--- src/hw/rtl/lpl_pkg.sv ---
// Package for the lookahead peak limiter: widths, register indexes,
// controller command and status structures. No dependencies.
package lpl_pkg;

   localparam int RingDepthDef  = 256;
   localparam int ChannelsDef   = 2;
   localparam int SampleBitsDef = 24;

   localparam int CsrIdxBits  = 2;
   localparam int CsrDataBits = 25;
   localparam int LaBits      = 8;
   localparam int RelBits     = 25;
   localparam int GainBits    = 24;

   localparam logic [CsrIdxBits-1:0] CSR_CEILING   = 2'd0;
   localparam logic [CsrIdxBits-1:0] CSR_RELEASE   = 2'd1;
   localparam logic [CsrIdxBits-1:0] CSR_LOOKAHEAD = 2'd2;

   localparam logic [GainBits-1:0] GainUnity = 24'h80_0000;
   localparam logic [24:0]         RelOne    = 25'h100_0000;
   localparam logic [CsrDataBits-1:0] RelReset = 25'd5825;
   localparam logic [LaBits-1:0]      LaReset  = 8'd240;

   // Commands from the controller to the datapath.
   typedef struct packed {
      logic clear_step;   // clear the ring at the clear address
      logic pos_wrap;     // bring the write position into the ring
      logic load;         // capture the input word and derive positions
      logic write_ring;   // write samples and peak at the write position
      logic scan_start;   // reset scan pointer and window maximum
      logic scan_step;    // fold one peak entry into the window maximum
      logic div_start;    // set up the gain division
      logic div_step;     // one quotient bit
      logic gain_update;  // attack or release update
      logic read_delay;   // read the delayed samples
      logic mult;         // form the output products
      logic out_load;     // load the output register
   } ctl_cmd_type;

   // Status from the datapath to the controller.
   typedef struct packed {
      logic clear_done;
      logic pos_ok;
      logic scan_done;
      logic div_done;
   } ctl_sts_type;

endpackage

--- src/hw/rtl/lpl_ctrl.sv ---
// Sequencing controller of the lookahead peak limiter.
// Depends on lpl_pkg.
module lpl_ctrl (
   input  logic                 clock,
   input  logic                 reset,
   input  logic                 req_valid,
   output logic                 req_ready,
   output logic                 rsp_valid,
   input  logic                 rsp_ready,
   input  lpl_pkg::ctl_sts_type sts,
   output lpl_pkg::ctl_cmd_type cmd
);

   typedef enum logic [9:0] {
      ST_CLEAR = 10'b00_0000_0001,
      ST_IDLE  = 10'b00_0000_0010,
      ST_WRITE = 10'b00_0000_0100,
      ST_SCAN  = 10'b00_0000_1000,
      ST_DIVS  = 10'b00_0001_0000,
      ST_DIV   = 10'b00_0010_0000,
      ST_GAIN  = 10'b00_0100_0000,
      ST_READ  = 10'b00_1000_0000,
      ST_MULT  = 10'b01_0000_0000,
      ST_OUT   = 10'b10_0000_0000
   } state_type;

   state_type state_ff, state_in;
   logic      rsp_valid_ff, rsp_valid_in;

   // Output register is free once the held word is taken.
   logic out_free;
   assign out_free  = !rsp_valid_ff || rsp_ready;
   assign req_ready = (state_ff == ST_IDLE) && sts.pos_ok;
   assign rsp_valid = rsp_valid_ff;

   // Next state and commands.
   always_comb begin
      state_in     = state_ff;
      rsp_valid_in = rsp_valid_ff && !rsp_ready;
      cmd          = '0;
      case (state_ff)
         ST_CLEAR: begin
            cmd.clear_step = 1'b1;
            if (sts.clear_done) state_in = ST_IDLE;
         end
         ST_IDLE: begin
            if (!sts.pos_ok) begin
               cmd.pos_wrap = 1'b1;
            end else if (req_valid) begin
               cmd.load = 1'b1;
               state_in = ST_WRITE;
            end
         end
         ST_WRITE: begin
            cmd.write_ring = 1'b1;
            cmd.scan_start = 1'b1;
            state_in       = ST_SCAN;
         end
         ST_SCAN: begin
            cmd.scan_step = 1'b1;
            if (sts.scan_done) state_in = ST_DIVS;
         end
         ST_DIVS: begin
            cmd.div_start = 1'b1;
            state_in      = ST_DIV;
         end
         ST_DIV: begin
            cmd.div_step = 1'b1;
            if (sts.div_done) state_in = ST_GAIN;
         end
         ST_GAIN: begin
            cmd.gain_update = 1'b1;
            state_in        = ST_READ;
         end
         ST_READ: begin
            cmd.read_delay = 1'b1;
            state_in       = ST_MULT;
         end
         ST_MULT: begin
            cmd.mult = 1'b1;
            state_in = ST_OUT;
         end
         ST_OUT: begin
            if (out_free) begin
               cmd.out_load = 1'b1;
               rsp_valid_in = 1'b1;
               state_in     = ST_IDLE;
            end
         end
         default: state_in = ST_CLEAR;
      endcase
   end

   always_ff @(posedge clock) begin
      if (reset) begin
         state_ff     <= ST_CLEAR;
         rsp_valid_ff <= 1'b0;
      end else begin
         state_ff     <= state_in;
         rsp_valid_ff <= rsp_valid_in;
      end
   end

endmodule

--- config.mk ---
export PLATFORM = sky130hd
export DESIGN_NAME = lpl_ctrl
export DESIGN_NICKNAME = d
export VERILOG_FILES = /design/src/hw/rtl/lpl_pkg.sv /design/src/hw/rtl/lpl_ctrl.sv
export SDC_FILE = /design/constraint.sdc
export NUM_CORES = 1
export LEC_CHECK = 0
export ABC_AREA = 1
export BUFFER_PORTS_ARGS = -buffer_cell sky130_fd_sc_hd__buf_2
export CAP_MARGIN = 20
export CORE_ASPECT_RATIO = 0.9
export CORE_MARGIN = 5
export CORE_UTILIZATION = 39
export DETAILED_ROUTE_END_ITERATION = 8
export PLACE_DENSITY = 0.66
export SLEW_MARGIN = 5
export SYNTH_ARGS = -nofsm -noshare
export SYNTH_HDL_FRONTEND = slang
export SYNTH_SLANG_ARGS = --single-unit
--- constraint.sdc ---
create_clock -name clock -period 2.04 [get_ports clock]
set_clock_uncertainty 0.2 [all_clocks]
set_input_delay 0.408 -clock clock [delete_from_list [all_inputs] [get_ports clock]]
set_output_delay 0.408 -clock clock [all_outputs]
set_load 0.02 [all_outputs]
==> metrics.md <==
| Metric | Value |
|---|---|
| Sequential power share | `roughly 28%` |
| Nets | `around 150` |
| Setup CP Type | `reg -> out` |
| Max Clock Freq | `about 0.5 GHz` |
| CP cell instances | `nor2_4, nand2_1, nor2_1, nand2_1, inv_1, buf_2` |
| #FFs+latches synth | `11` |
| Gr ovfl total | `0` |
| Setup Viol. Count Final | `0` |
| PD cells | `around 1100 nW/um^2` |
| Comb power frac | `roughly three fifths` |
| Initial antenna violation count | `0` |
| Slowest-stage cell, CP | `dfxtp_4` |
| Critical path's most frequent cell | `nand2_1` |
| Final core occ | `55.3%` |
| Worst EP required | `roughly 1.4 ns` |
| Routed WL | `~1900 um` |
| Sink Count | `11` |
| Slew headroom | `around four fifths` |
| Post-Syn Nets | `between 100 and 150` |
| Worst Path Arrival | `around 1.4 ns` |
| Global-route wire length before repair | `between 3000 and 4000 um` |
| Largest net degree at the start of global routing | `11` |
| Crit end category | `primary output` |
| # IOs | `22` |
| Drt wl/cell | `11.4 um` |
| Clk pwr share | `13.3%` |
| Pre-CTS WS | `0.165 ns` |
| DRT iter0 DRCs | `22` |
| Peak supply drop | `562 uV` |
| Synthesized area | `about 740 um^2` |
| Deepest clock path buffer count | `2` |
| Hpwl dp | `around 1400 um` |
| Max cap viols | `0` |
| Length of the first detailed-routing pass in iterations | `4` |
| Die Area | `~2900 um^2` |
| CTS tree | `built` |
| Core Region | `between 1500 and 2000 um^2` |
| Die height | `between 50 and 60 um` |
| Worst slew pin tran | `between 0.3 and 0.4 ns` |
| Cells after DPL | `about 160` |
| Initial Utilization | `39.9%` |
| GP Congestion | `~0.8` |
| Port Buffers | `21` |
| Mapped Cells | `between 100 and 150` |
| DIE WIDTH | `roughly 56 um` |
| Internal power | `between 600 and 700 uW` |
| Min-delay worst type | `in -> reg` |
| Total GRT Usage | `a little over an eighth` |
| Sw Ratio | `about 47%` |
| CTS clock-pin slew for the worst setup and hold paths | `around 0.07 ns` |
| Setup ws final | `~0.028 ns` |
| RSZ-0062 raised after global routing | `yes` |
| Flop2flop setup slack | `around 0.28 ns` |
| Startpoint Class | `register` |
| Vias in the first global route | `722` |
| Rows | `15` |
| Synth unique cells | `17` |
| Final cell count without fillers | `between 150 and 200` |
| Area grow syn2layout | `38.7%` |
| CTS Hold Bufs | `0` |
| Share of cells above drive strength 1 | `about two fifths` |
| Tmin final | `2.01 ns` |
| Hold Vio Cnt, Final | `0` |
| Via density | `roughly 4.9` |
| Worst hold slack | `0.128 ns` |
| Crit path max fanout | `6` |
| Mean Syn Cell Area | `around 6.3 um^2` |
| Switching power | `534 uW` |
| Outcome | `finished, final reports clean` |
| Overall Power | `around 1.1 mW` |
| Max-slew violation total from the final report | `0` |
| # H-tree levels | `1` |
| Warnings, synthesis | `0` |
| Vias | `about 830` |
| Slowest stage delay, CP | `0.38 ns` |
| DRC violations left | `0` |
| Root buffer cell | `clkbuf_4` |
| Final period util | `98.6%` |
| Clock buffer count from CTS | `3` |
| Final ANT Viol Nets | `0` |
| Antenna diodes | `0` |
| P_leak | `around 0.64 nW` |
| Skew-Pair Late Insertion Delay | `roughly 0.26 ns` |
| Post-synthesis sequential area ratio | `29.7%` |
-- cell families after synthesis --
kind of cell    Yosys count  share of synthesized area, %
buf+inv                  34                          17.7
flops                    11                          29.7
simple gates             66                          45.3
compound gates            6                          7.26
-- what timing repair did --
| item | in CTS | in global routing |
|---|---|---|
| pin swaps | 4 | 8 |
| endpoints found under the hold margin | 0 | 0 |
| setup endpoints to repair | 9 | 13 |
| buffers inserted | 2 | 1 |
| gates resized for setup | 8 | 25 |
-- through the flow --
step	area (um^2)	setup TNS, ns
2_1_floorplan	741	0
3_3_place_gp	877	0
3_5_place_dp	877	0
4_1_cts	945	-0.00000511
5_1_grt	1030	-0.317
6_report	1030	0
-- cells in the mapped netlist, drive strengths merged --
library cell / instances / share of area [%]
a21oi: 4 / 2.7
buf: 1 / 1.0
clkinv: 1 / 0.51
dfxtp: 11 / 30
inv: 32 / 16
nand2: 21 / 12
nand3: 12 / 10
nand3b: 1 / 1.0
nand4: 7 / 5.9
nor2: 22 / 14
nor3: 3 / 2.0
o2111ai: 1 / 3.5
o211ai: 1 / 1.0
-- final cells by class --
| class | instances | area [um^2] |
|---|---|---|
| multi-input cells | 72 | 454 |
| repair buffers | 25 | 161 |
| flip-flops and latches | 11 | 230 |
| clock buffers | 4 | 26.3 |
| fillers | 179 | 831 |
| inverters | 33 | 124 |
| well taps | 25 | 31.3 |
-- registers in the layout, indices dropped and copies added, names as in the netlist --
signal and count:
state_ff 10, rsp_valid 1
-- power by group through the flow --
stage	clock, mW	combinational, mW	sequential [mW]
4_1_cts	0.154	0.584	0.307
3_3_place_gp	0	0.512	0.297
5_1_grt	0.172	0.747	0.324
3_5_place_dp	0	0.521	0.299
6_report	0.152	0.677	0.318
2_1_floorplan	0	0.410	0.290
-- layer usage --
layer  up-vias  part of all wire [%]  track usage [%]
li1        416                     -                -
met4         0                   1.4             4.74
met3         6                   6.0             3.28
met2        29                    49             25.4
met1       382                    44             15.5
met5         -                     0                0
-- critical path: cells and delay by family (launching register included) --
kind	cells	cell delay, ns
AND/OR/NAND/NOR	4	0.52
flip-flops	1	0.38
buffers and inverters	2	0.24
-- worst paths after layout --
check / from / to / cells after the start
setup / recovery: state_ff[1] / cmd[6] / 6
setup reg to reg: state_ff[8] / state_ff[3] / 11
hold / removal: reset / rsp_valid / 2
hold reg to reg: state_ff[5] / state_ff[5] / 2
-- layout by cell type, fill, tap and decap left out, drive strengths merged --
cell     count
clkbuf       4
nand2       21
nand3b       1
a21oi        4
clkinv       1
nand3       12
o2111ai      1
o211ai       1
inv         32
nand4        7
nor2        22
buf         25
nor3         3
dfxtp       11
Power figures use the tool's default switching activity.
